[config.mk]
export PLATFORM = sky130hd
export DESIGN_NAME = swh_ram
export DESIGN_NICKNAME = d
export VERILOG_FILES = /design/src/rtl/core/streaming_word_hash_64_unit_defines.svh /design/src/rtl/core/swh_ram.sv
export SDC_FILE = /design/constraint.sdc
export NUM_CORES = 1
export LEC_CHECK = 0
export BUFFER_PORTS_ARGS = -buffer_cell sky130_fd_sc_hd__buf_2
export CELL_PAD_IN_SITES_DETAIL_PLACEMENT = 1
export CELL_PAD_IN_SITES_GLOBAL_PLACEMENT = 2
export CORE_MARGIN = 2
export CORE_UTILIZATION = 41
export CTS_CLUSTER_DIAMETER = 100
export DETAILED_ROUTE_END_ITERATION = 16
export GPL_TIMING_DRIVEN = 0
export PLACE_DENSITY = 0.82
export SLEW_MARGIN = 5
export SYNTH_ARGS = -nofsm -noshare
export SYNTH_HDL_FRONTEND = slang
export SYNTH_SLANG_ARGS = --single-unit
[constraint.sdc]
create_clock -name clk -period 6.75 [get_ports clk]
set_input_delay 1.35 -clock clk [delete_from_list [all_inputs] [get_ports clk]]
set_output_delay 1.35 -clock clk [all_outputs]
set_load 0.05 [all_outputs]
[src/rtl/core/streaming_word_hash_64_unit_defines.svh]
// Assertion macros shared by the hash block.
// Included by the top level; expects clk and rst_n in the including scope.
`ifndef STREAMING_WORD_HASH_64_UNIT_DEFINES_SVH
`define STREAMING_WORD_HASH_64_UNIT_DEFINES_SVH

// Same-cycle implication, disabled during reset.
`define SWH_ASSERT_IMPL(name, ante, cons) \
    name: assert property (@(posedge clk) disable iff (!rst_n) (ante) |-> (cons)) \
        else $error("swh: same-cycle check failed");

// Next-cycle implication, disabled during reset.
`define SWH_ASSERT_NEXT(name, ante, cons) \
    name: assert property (@(posedge clk) disable iff (!rst_n) (ante) |=> (cons)) \
        else $error("swh: next-cycle check failed");

`endif

[src/rtl/core/swh_ram.sv]
// Generic single-write, single-read RAM with registered read data.
// No dependencies.
module swh_ram #(
    parameter int WIDTH = 64,
    parameter int DEPTH = 6
) (
    input  logic                     clk,
    input  logic                     we,
    input  logic [$clog2(DEPTH)-1:0] waddr,
    input  logic [WIDTH-1:0]         wdata,
    input  logic                     re,
    input  logic [$clog2(DEPTH)-1:0] raddr,
    output logic [WIDTH-1:0]         rdata
);

    logic [WIDTH-1:0] mem [DEPTH];
    logic [WIDTH-1:0] rdata_reg;

    always_ff @(posedge clk)
    begin
        if (we)
        begin
            mem[waddr] <= wdata;
        end
        if (re)
        begin
            rdata_reg <= mem[raddr];
        end
    end

    assign rdata = rdata_reg;

endmodule

==> metrics.txt <==
status finished, final reports clean; most common cell after layout, fill and taps aside edfxtp_1; Cell Chain, Critical Path buf_2 > nand2b_1 > nor3_2 > buf_4 > buf_6; antenna-violating nets left 0; final std cells w/o fill 1,602; Largest register FFs around 380; fin crit period approximately 2.7 ns; sequential area share after synthesis 80.2%; Post-DP HPWL 22,600 um; clock-pin slew on the worst setup and hold paths 0.06 ns; Startpoint Class input port; slowest CP cell nor3_2; Net Sw Frac 21.9%; Clk pwr share 41.5%; CTS root buffer clkbuf_16; via-per-instance ratio between 5 and 6; Synth Area in Compound Gates 5.83%; Largest delay share family, worst path simple AND/OR/NAND/NOR gates; final net count 1,103; Area growth syn-to-layout 19.8%; CP peak stage delay ~0.77 ns; top cell type's share of synthesized area 80.2%; DR DRC count 0; flop2flop setup slack 5.66 ns; Initial DRT Pass Iterations 4; Syn Nets between 800 and 900; clk buf depth 3; CTS tree built; post-DR wirelength/cell 22.3 um; Post-Route WL 35,700 um; PnR Total Power 6.23 mW; H-Tree Depth 2; most frequent cells in the layout 448 x edfxtp_1, 192 x mux2i_1, 139 x buf_2; Final WS setup 4.00 ns; CP bufs+invs 3; Core Footprint 40,600 um^2; part of the power in combinational logic around 7%; Hold Vio Cnt, Final 0; worst slew pin tran 0.956 ns; worst hold path class flip-flop to flip-flop; initial antenna violation count 5; clk_lat worst skew roughly 0.57 ns; Placed Area about 19,000 um^2; design area 20,100 um^2; synthesis-stage register bit count around 450; fin crit share between 40% and 50%; Max FO, Critical Path 9; fin util 49.4%; Power Dens Cells ~310 nW/um^2; row cnt 74; # port buffers 135; Mapped Cells 822; 1st-iter DRT viols 385; vias in the first global route 8,880; leakage about 7.2 nW; WS Path Type input port to flip-flop; global-route wire length before repair 53,300 um; PostCTS Resize Cnt 0; Worst VDD drop 0.000220 V; multiplexer share of the synthesized area 11.5%; Critical Path RT between 7 and 8 ns; Post-Synth XOR/XNOR Area 0%; share of layout cells above drive strength 1 approximately 27%; Cells after DPL 1,514; hold_buf cts 0; RSZ-0062 raised after global routing no; main combinational cell family by area after synthesis multiplexers; Avg Inst Size Synth slightly above 20 um^2; Overflow after GRT 0; Flop pwr share between 50% and 60%; largest net degree at the start of global routing 38; Max Cap Viol 0; DIE WIDTH 206 um; Placer Congestion roughly 0.7; Die ar. 42,500 um^2; Initial Util between 40% and 50%; Fmax ~360 MHz; Max transition margin 35.9%; Total GRT Usage 17.2%; Post-Place Setup Slack 3.41 ns; CP Capture Type flip-flop; Final setup viols 0; # clock sinks around 450; cell taking the most area after synthesis edfxtp_1; Filler cells ~3,700; Synth area leaders edfxtp_1 80%, mux2i_1 11%, a22o_1 3.3%; warning count from the yosys run 0; Synth Area in Simple Gates 0.358%; Worst EP arrival 3.03 ns; fin. max-slew vios 0; chip height 206 um; P_int 4.86 mW; Sw Pwr 1.36 mW; CTS Buf Count 46; io pins 137; Fin Clk Skew 0.0177 ns; post-CTS setup buffer count 0; post-synthesis cell type count 17; Cell Area, Synth 16,800 um^2; Synth Area in Adders 0%; total number of vias between 8,000 and 9,000
routing by layer:
| metal | vias to the layer above | share of wire (%) | GRT usage, % |
|---|---|---|---|
| met4 | 6 | 2.0 | 5.51 |
| li1 | 3755 | - | - |
| met5 | - | 0.095 | 0 |
| met3 | 57 | 5.1 | 3.67 |
| met2 | 174 | 49 | 28.4 |
| met1 | 4184 | 44 | 22.7 |
cell usage after synthesis, drive strengths merged:
master	number
a21oi	64
a22o	64
buf	24
clkbuf	18
edfxtp	448
mux2i	192
nand2	1
nand2b	3
nor2	5
nor2b	1
nor3	2
worst paths after layout:
check,from,endpoint,cells past startpoint
setup / recovery,waddr[0],mem[0][10],5
hold / removal,mem[4][0],rdata[0],2
setup reg to reg,mem[3][22],rdata[22],3
hold reg to reg,mem[4][0],rdata[0],2
cell families after synthesis:
| group | count (synthesis) |
|---|---|
| AOI/OAI and AO/OA | 128 |
| and+or+nand+nor | 12 |
| DFF | 448 |
| buffers and inverters | 42 |
| muxes | 192 |
cell type report:
| cell class | count | area, um^2 | share of cell area (%) |
|---|---|---|---|
| Antenna cell | 3 | 7.51 | 0.0374 |
| Buffer | 42 | 359 | 1.79 |
| Clock buffer | 53 | 1200 | 5.97 |
| Clock inverter | 32 | 337 | 1.68 |
| Multi-Input combinational cell | 332 | 3000 | 14.9 |
| Sequential cell | 448 | 13500 | 67.0 |
| Tap cell | 532 | 666 | 3.31 |
| Timing Repair Buffer | 160 | 1070 | 5.33 |
power by group through the flow:
stage	clock, mW	sequential [mW]	combinational (mW)
final	2.58	3.21	0.436
after global routing	2.74	3.22	0.470
after CTS	2.65	3.21	0.447
after detailed placement	0	3.27	0.445
after global placement	0	3.27	0.417
after floorplan	0	3.37	0.175
stage by stage:
step	hold WS [ns]	TNS, ns
floorplan	0.587	0
global placement	0.606	-679.56
detailed placement	0.609	0
CTS	0.628	0
global route	0.663	0
finish	0.622	0
worst reg2reg max path, stage by stage (launching register included):
cell and delay, ns:
edfxtp_1 0.37, mux2i_1 0.20, a22o_1 0.19, a21oi_2 0.05
No activity file was read; power rests on OpenSTA's default activity.
