--- src/rtl/core/streaming_word_hash_64_unit_defines.svh ---
// Assertion macros shared by the hash block.
// Included by the top level; expects clk and rst_n in the including scope.
`ifndef STREAMING_WORD_HASH_64_UNIT_DEFINES_SVH
`define STREAMING_WORD_HASH_64_UNIT_DEFINES_SVH

// Same-cycle implication, disabled during reset.
`define SWH_ASSERT_IMPL(name, ante, cons) \
    name: assert property (@(posedge clk) disable iff (!rst_n) (ante) |-> (cons)) \
        else $error("swh: same-cycle check failed");

// Next-cycle implication, disabled during reset.
`define SWH_ASSERT_NEXT(name, ante, cons) \
    name: assert property (@(posedge clk) disable iff (!rst_n) (ante) |=> (cons)) \
        else $error("swh: next-cycle check failed");

`endif

--- src/rtl/core/swh_pkg.sv ---
// Types, constants and the control program of the streaming word hash block.
// No dependencies; used by the interfaces, the multiplier and the top level.
package swh_pkg;

    localparam int WORD_W    = 64;
    localparam int HALF_W    = WORD_W / 2;
    localparam int PROD_W    = 2 * WORD_W;
    localparam int BUF_DEPTH = 6;
    localparam int BUF_AW    = $clog2(BUF_DEPTH);
    localparam int CNT_W     = $clog2(BUF_DEPTH + 1);
    localparam int REG_IDX_W = 2;
    localparam int STEP_W    = 5;
    localparam int PP_COUNT  = 4;
    localparam int PP_CNT_W  = $clog2(PP_COUNT + 1);

    typedef logic [WORD_W-1:0]    word_t;
    typedef logic [BUF_AW-1:0]    addr_t;
    typedef logic [CNT_W-1:0]     cnt_t;
    typedef logic [STEP_W-1:0]    step_t;
    typedef logic [REG_IDX_W-1:0] reg_idx_raw_t;

    typedef enum logic [REG_IDX_W-1:0] {
        REG_SEED_BASE,
        REG_SECRET_ZERO,
        REG_SECRET_ONE,
        REG_SECRET_TWO
    } reg_idx_t;

    typedef enum logic [1:0] {XS_T, XS_SEED, XS_LO} x_src_t;
    typedef enum logic [1:0] {K_NONE, K_S0, K_S1, K_S2} key_t;
    typedef enum logic [1:0] {YS_RAM, YS_ZERO, YS_HI} y_src_t;
    typedef enum logic [2:0] {L_NONE, L_MAIN, L_ONE, L_TWO, L_S} lane_sel_t;
    typedef enum logic [2:0] {
        WB_NONE, WB_SEED, WB_MAIN, WB_ONE, WB_TWO, WB_S, WB_HASH
    } wb_t;
    typedef enum logic [1:0] {AM_FIXED, AM_TAIL2, AM_TAIL1} addr_mode_t;
    typedef enum logic [2:0] {
        C_NEXT, C_ALWAYS, C_CNT_NZ, C_NO_FOLD, C_NO_LAST, C_N_LE2, C_N_LE4
    } cond_t;
    typedef enum logic [1:0] {CNT_KEEP, CNT_CLEAR, CNT_PUSH} cnt_op_t;

    typedef struct packed {
        logic       rd;
        addr_mode_t amode;
        addr_t      addr;
        logic       ld_t;
        logic       go;
        x_src_t     xs;
        key_t       xk;
        y_src_t     ys;
        lane_sel_t  yl;
        key_t       yk;
        logic       hold_mul;
        wb_t        wb;
        logic       s_init;
        cnt_op_t    cnt_op;
        cond_t      cond;
        step_t      target;
        logic       done;
    } ucode_t;

    localparam step_t L_AFTER_SEED = step_t'(3);
    localparam step_t L_WRITE      = step_t'(13);
    localparam step_t L_TAIL       = step_t'(21);
    localparam step_t L_DONE       = step_t'(27);

    localparam ucode_t UC_NOP = '{
        rd: 1'b0, amode: AM_FIXED, addr: '0, ld_t: 1'b0, go: 1'b0,
        xs: XS_T, xk: K_NONE, ys: YS_RAM, yl: L_NONE, yk: K_NONE,
        hold_mul: 1'b0, wb: WB_NONE, s_init: 1'b0, cnt_op: CNT_KEEP,
        cond: C_NEXT, target: '0, done: 1'b0
    };

    // Control store. Each buffer mix takes two reads, a multiplier start and a wait.
    function automatic ucode_t swh_ucode(step_t step);
        ucode_t uc;
        uc = UC_NOP;
        unique case (step)
            5'd0:
            begin
                uc.cond = C_CNT_NZ; uc.target = L_AFTER_SEED;
            end
            5'd1:
            begin
                uc.go = 1'b1; uc.xs = XS_SEED; uc.xk = K_S0;
                uc.ys = YS_ZERO; uc.yk = K_S1;
            end
            5'd2:
            begin
                uc.hold_mul = 1'b1; uc.wb = WB_SEED;
            end
            5'd3:
            begin
                uc.rd = 1'b1; uc.addr = addr_t'(0);
                uc.cond = C_NO_FOLD; uc.target = L_WRITE;
            end
            5'd4:
            begin
                uc.ld_t = 1'b1; uc.rd = 1'b1; uc.addr = addr_t'(1);
            end
            5'd5:
            begin
                uc.go = 1'b1; uc.xs = XS_T; uc.xk = K_S0; uc.ys = YS_RAM; uc.yl = L_MAIN;
            end
            5'd6:
            begin
                uc.hold_mul = 1'b1; uc.wb = WB_MAIN; uc.rd = 1'b1; uc.addr = addr_t'(2);
            end
            5'd7:
            begin
                uc.ld_t = 1'b1; uc.rd = 1'b1; uc.addr = addr_t'(3);
            end
            5'd8:
            begin
                uc.go = 1'b1; uc.xs = XS_T; uc.xk = K_S1; uc.ys = YS_RAM; uc.yl = L_ONE;
            end
            5'd9:
            begin
                uc.hold_mul = 1'b1; uc.wb = WB_ONE; uc.rd = 1'b1; uc.addr = addr_t'(4);
            end
            5'd10:
            begin
                uc.ld_t = 1'b1; uc.rd = 1'b1; uc.addr = addr_t'(5);
            end
            5'd11:
            begin
                uc.go = 1'b1; uc.xs = XS_T; uc.xk = K_S2; uc.ys = YS_RAM; uc.yl = L_TWO;
            end
            5'd12:
            begin
                uc.hold_mul = 1'b1; uc.wb = WB_TWO; uc.cnt_op = CNT_CLEAR;
            end
            5'd13:
            begin
                uc.cnt_op = CNT_PUSH; uc.cond = C_NO_LAST; uc.target = L_DONE;
            end
            5'd14:
            begin
                uc.s_init = 1'b1; uc.rd = 1'b1; uc.addr = addr_t'(0);
                uc.cond = C_N_LE2; uc.target = L_TAIL;
            end
            5'd15:
            begin
                uc.ld_t = 1'b1; uc.rd = 1'b1; uc.addr = addr_t'(1);
            end
            5'd16:
            begin
                uc.go = 1'b1; uc.xs = XS_T; uc.xk = K_S2;
                uc.ys = YS_RAM; uc.yl = L_S; uc.yk = K_S1;
            end
            5'd17:
            begin
                uc.hold_mul = 1'b1; uc.wb = WB_S; uc.rd = 1'b1; uc.addr = addr_t'(2);
                uc.cond = C_N_LE4; uc.target = L_TAIL;
            end
            5'd18:
            begin
                uc.ld_t = 1'b1; uc.rd = 1'b1; uc.addr = addr_t'(3);
            end
            5'd19:
            begin
                uc.go = 1'b1; uc.xs = XS_T; uc.xk = K_S2; uc.ys = YS_RAM; uc.yl = L_S;
            end
            5'd20:
            begin
                uc.hold_mul = 1'b1; uc.wb = WB_S;
            end
            5'd21:
            begin
                uc.rd = 1'b1; uc.amode = AM_TAIL2;
            end
            5'd22:
            begin
                uc.ld_t = 1'b1; uc.rd = 1'b1; uc.amode = AM_TAIL1;
            end
            5'd23:
            begin
                uc.go = 1'b1; uc.xs = XS_T; uc.xk = K_S1; uc.ys = YS_RAM; uc.yl = L_S;
            end
            5'd24:
            begin
                uc.hold_mul = 1'b1;
            end
            5'd25:
            begin
                uc.go = 1'b1; uc.xs = XS_LO; uc.xk = K_S0; uc.ys = YS_HI; uc.yk = K_S1;
            end
            5'd26:
            begin
                uc.hold_mul = 1'b1; uc.wb = WB_HASH; uc.cnt_op = CNT_CLEAR;
            end
            default:
            begin
                uc.done = 1'b1;
            end
        endcase
        return uc;
    endfunction

endpackage

--- src/rtl/core/swh_mul.sv ---
// Multi-cycle 64x64 to 128-bit multiplier built on one 32x32 partial product per cycle.
// Depends on swh_pkg for widths.
module swh_mul (
    input  logic           clk,
    input  logic           rst_n,
    input  logic           start,
    input  swh_pkg::word_t x,
    input  swh_pkg::word_t y,
    output logic           busy,
    output swh_pkg::word_t lo,
    output swh_pkg::word_t hi
);

    swh_pkg::word_t                 x_reg;
    swh_pkg::word_t                 y_reg;
    swh_pkg::word_t                 pp_reg;
    logic [1:0]                     pp_idx_reg;
    logic                           pp_valid_reg;
    logic [swh_pkg::PROD_W-1:0]     acc_reg;
    logic [swh_pkg::PP_CNT_W-1:0]   cnt_reg;
    logic                           busy_reg;

    logic [swh_pkg::HALF_W-1:0]     ha;
    logic [swh_pkg::HALF_W-1:0]     hb;
    swh_pkg::word_t                 pp_prod;
    logic [swh_pkg::PROD_W-1:0]     term;
    logic                           pp_issue;

    assign ha = cnt_reg[1] ? x_reg[swh_pkg::WORD_W-1:swh_pkg::HALF_W]
                           : x_reg[swh_pkg::HALF_W-1:0];
    assign hb = cnt_reg[0] ? y_reg[swh_pkg::WORD_W-1:swh_pkg::HALF_W]
                           : y_reg[swh_pkg::HALF_W-1:0];
    assign pp_prod  = {{swh_pkg::HALF_W{1'b0}}, ha} * {{swh_pkg::HALF_W{1'b0}}, hb};
    assign pp_issue = cnt_reg < swh_pkg::PP_CNT_W'(swh_pkg::PP_COUNT);

    always_comb
    begin
        unique case (pp_idx_reg)
            2'd0:    term = {{swh_pkg::WORD_W{1'b0}}, pp_reg};
            2'd1,
            2'd2:    term = {{swh_pkg::HALF_W{1'b0}}, pp_reg, {swh_pkg::HALF_W{1'b0}}};
            default: term = {pp_reg, {swh_pkg::WORD_W{1'b0}}};
        endcase
    end

    always_ff @(posedge clk or negedge rst_n)
    begin
        if (!rst_n)
        begin
            busy_reg     <= 1'b0;
            cnt_reg      <= '0;
            pp_valid_reg <= 1'b0;
        end
        else if (start)
        begin
            busy_reg     <= 1'b1;
            cnt_reg      <= '0;
            pp_valid_reg <= 1'b0;
        end
        else if (busy_reg)
        begin
            pp_valid_reg <= pp_issue;
            cnt_reg      <= cnt_reg + 1'b1;
            if (!pp_issue)
            begin
                busy_reg <= 1'b0;
            end
        end
    end

    always_ff @(posedge clk)
    begin
        if (start)
        begin
            x_reg   <= x;
            y_reg   <= y;
            acc_reg <= '0;
        end
        else if (busy_reg)
        begin
            if (pp_issue)
            begin
                pp_reg     <= pp_prod;
                pp_idx_reg <= cnt_reg[1:0];
            end
            if (pp_valid_reg)
            begin
                acc_reg <= acc_reg + term;
            end
        end
    end

    assign busy = busy_reg;
    assign lo   = acc_reg[swh_pkg::WORD_W-1:0];
    assign hi   = acc_reg[swh_pkg::PROD_W-1:swh_pkg::WORD_W];

endmodule

--- config.mk ---
export PLATFORM = sky130hd
export DESIGN_NAME = swh_mul
export DESIGN_NICKNAME = d
export VERILOG_FILES = /design/src/rtl/core/streaming_word_hash_64_unit_defines.svh /design/src/rtl/core/swh_pkg.sv /design/src/rtl/core/swh_mul.sv
export SDC_FILE = /design/constraint.sdc
export NUM_CORES = 2
export LEC_CHECK = 0
export BUFFER_PORTS_ARGS = -buffer_cell sky130_fd_sc_hd__buf_2
export CORE_MARGIN = 4
export CORE_UTILIZATION = 50
export DETAILED_ROUTE_END_ITERATION = 16
export GPL_TIMING_DRIVEN = 0
export PLACE_DENSITY_LB_ADDON = 0.08
export SKIP_LAST_GASP = 1
export SLEW_MARGIN = 20
export SYNTH_ARGS = -nofsm -noshare
export SYNTH_HDL_FRONTEND = slang
export SYNTH_SLANG_ARGS = --single-unit
export TNS_END_PERCENT = 20
--- constraint.sdc ---
create_clock -name clk -period 9.2 [get_ports clk]
set_input_delay 0.92 -clock clk [delete_from_list [all_inputs] [get_ports clk]]
set_output_delay 0.92 -clock clk [all_outputs]
set_load 0.03 [all_outputs]
==> results.sh <==
export IMPL_status="finished, final reports clean"
export IMPL_period_minus_slack_ns=8.96
export IMPL_final_common_cell="inv_1"
export IMPL_final_max_slew_viol_count=0
export IMPL_fin_skew_ns=0.0229
export IMPL_clk_pin_slew_ns=0.06
export IMPL_cp_slowest_cell="fa_1"
export IMPL_yosysUniqueCellTypes=93
export IMPL_critPathRequiredTime_ns=9.54
export IMPL_seq_area_frac_synth=0.161
export IMPL_clock_fmax_mhz=112
export IMPL_n_fill_cell=9771
export IMPL_critPathKind="reg -> reg"
export IMPL_grt_pass1_wl_um=302000
export IMPL_cts_made_buffers=40
export IMPL_ys_warn_count=0
export IMPL_vias=45400
export IMPL_regToRegEndpoint="pp_reg[54]"
export IMPL_layout_drive_gt1_share=0.114
export IMPL_gr_total_overflow=0
export IMPL_r2r_slack_ns=0.24
export IMPL_crit_start="cnt_reg[0]"
export IMPL_fp_dieW_um=334
export IMPL_htree_num_levels=2
export IMPL_fin_crit_sh=0.974
export IMPL_gp_congestion=1.02
export IMPL_async_flop_share=0.0153
export IMPL_cts_path_max_buffers=3
export IMPL_relSlewSlack=0.152
export IMPL_io_buffers=259
export IMPL_r2r_start="cnt_reg[0]"
export IMPL_cap_violations=0
export IMPL_ys_seq_elements=327
export IMPL_first_pass_iters=6
export IMPL_crit_path_end_kind="register"
export IMPL_wl_per_cell_um=26.9
export IMPL_grt_max_degree=88
export IMPL_io_pins=260
export IMPL_wirelength_um=209000
export IMPL_cp_start_kind="register"
export IMPL_synthFlopType="edfxtp_1"
export IMPL_hold_path_class="in -> async"
export IMPL_worstSetupEndpoint="pp_reg[54]"
export IMPL_ant_nets=0
export IMPL_antenna_found_initial=3
export IMPL_synth_area_per_cell_um2=8.83
export IMPL_synth_cells=6003
export IMPL_cts_sinks=327
export IMPL_core_area_mm2=0.105
export IMPL_syn_nets=7424
export IMPL_drtIter0Drc=4230
export IMPL_slowest_delay_ns=0.57
export IMPL_arrival_ns=9.30
export IMPL_synth_edf_count=194
export IMPL_hpwl_um=177000
export IMPL_ctsRootBufferMaster="clkbuf_16"
export IMPL_largest_reg_flops=128
export IMPL_worstRegToRegCells=28
export IMPL_crit_top_cell="fa_1"
export IMPL_final_cell_mix="920 x inv_1, 897 x fa_1, 807 x nand2_1"
export IMPL_postCtsHoldBufs=0
export IMPL_via_per_inst=5.85
export IMPL_finalSetupViolCount=0
export IMPL_rsz0062_at_grt="yes"
export IMPL_area_delta_synth_final_pct=11.8
export IMPL_die_y_um=334
export IMPL_nets=7769
export IMPL_crit_fanout=10
export IMPL_dieArea_mm2=0.111
export IMPL_tightest_slew_ns=1.27
export IMPL_num_rows=119
export IMPL_hold_violations=0
export IMPL_drc=0
export IMPL_insertion_delay_ns=0.62
export IMPL_cts_tree="yes"
export IMPL_grt_pass1_vias=44800
export IMPL_gr_usage_all_layers=0.371
export IMPL_syn_cell_area_mm2=0.0530
export IMPL_whs_ns=0.126
export IMPL_start_util=0.504
==> area by class of cell <==
| class | count | area (um^2) | share of cell area |
|---|---|---|---|
| sequential | 327 | 8520 | 0.144 |
| clock buffer | 46 | 1050 | 0.0178 |
| tap | 1391 | 1740 | 0.0293 |
| antenna | 3 | 7.51 | 0.000127 |
| multi-input combinational | 4436 | 40500 | 0.684 |
| timing repair buffer | 320 | 1920 | 0.0324 |
| buffer | 302 | 1820 | 0.0307 |
| inverter | 921 | 3460 | 0.0583 |
| clock inverter | 25 | 246 | 0.00416 |
==> cell usage after synthesis (21+ instances only) <==
cell type / n / area [um^2]
and2_1: 74 / 463
fa_1: 897 / 18000
xor2_1: 60 / 526
a31oi_1: 34 / 213
inv_1: 920 / 3450
a211oi_1: 27 / 203
nor3_1: 33 / 165
a21oi_1: 351 / 1760
mux2_2: 64 / 721
xnor2_1: 101 / 885
nand2_1: 808 / 3030
clkbuf_1: 279 / 1050
a21o_1: 96 / 721
nor2_1: 752 / 2820
a22o_1: 64 / 561
nand3_1: 42 / 210
o21a_1: 22 / 165
nand4_1: 80 / 500
o21bai_1: 39 / 293
and3_1: 25 / 156
nor2b_1: 23 / 144
dfxtp_1: 128 / 2560
buf_1: 23 / 86.3
o21ai_0: 141 / 706
o21ai_1: 21 / 105
edfxtp_1: 194 / 5830
mux2i_1: 67 / 671
ha_1: 393 / 4920
==> worst max-delay path: cells and delay by family, from the launching register on <==
kind | cells | cell delay (ns)
buffers and inverters | 6 | 0.86
adder cells (fa/ha/maj) | 9 | 4.39
AND/OR/NAND/NOR | 1 | 0.10
flip-flops | 1 | 0.56
AO/OA/AOI/OAI | 11 | 2.28
multiplexers | 1 | 0.45
==> through the flow <==
stage	cells	TNS [ns]	setup WS [ns]	utilization	cell area (um^2)
6_report	7771	0	0.241	0.563	59300
4_1_cts	7759	-0.0124	-0.0124	0.559	58900
2_1_floorplan	6003	0	0.468	-	53000
3_3_place_gp	7653	-104.74	-3.71	0.533	56100
5_1_grt	7768	-0.0161	-0.0161	0.563	59300
3_5_place_dp	7672	-58.66	-2.21	0.536	56400
==> layer usage <==
metal,share of wire,track usage,routed length (um),up-vias
li1,-,-,-,20000
met1,0.39,0.489,82100,22400
met2,0.43,0.567,90400,2471
met3,0.11,0.0958,22100,558
met4,0.068,0.191,14200,0
met5,0,0,0,-
==> kinds of logic after synthesis <==
logic type | after synthesis | synth area share
compound gates | 935 | 0.114
xor+xnor | 161 | 0.0266
flops | 327 | 0.161
fa+ha+maj | 1290 | 0.431
buf+inv | 1240 | 0.0882
mux | 131 | 0.0262
simple gates | 1919 | 0.153
==> what timing repair did <==
item	4_1_cts	5_1_grt
setup buffers	24	17
gates resized for setup	317	121
endpoints found under the setup margin	47	15
cloned	0	1
pin swaps	2	1
==> worst min path at each step <==
| stage | to | slack [ns] | cells after the start | from |
|---|---|---|---|---|
| global route | busy | 0.10 | 1 | rst_n |
| detailed placement | acc_reg[90] | 0.47 | 2 | acc_reg[90] |
| floorplan | pp_idx_reg[1] | 0.47 | 0 | cnt_reg[1] |
| finish | cnt_reg[2] | 0.13 | 1 | rst_n |
| CTS | cnt_reg[2] | 0.1 | 1 | rst_n |
| global placement | acc_reg[79] | 0.46 | 2 | acc_reg[79] |
Power is left out: the tool's default activity adds up to more than one toggle a clock period on the data nets, which glitch-free logic cannot reach.
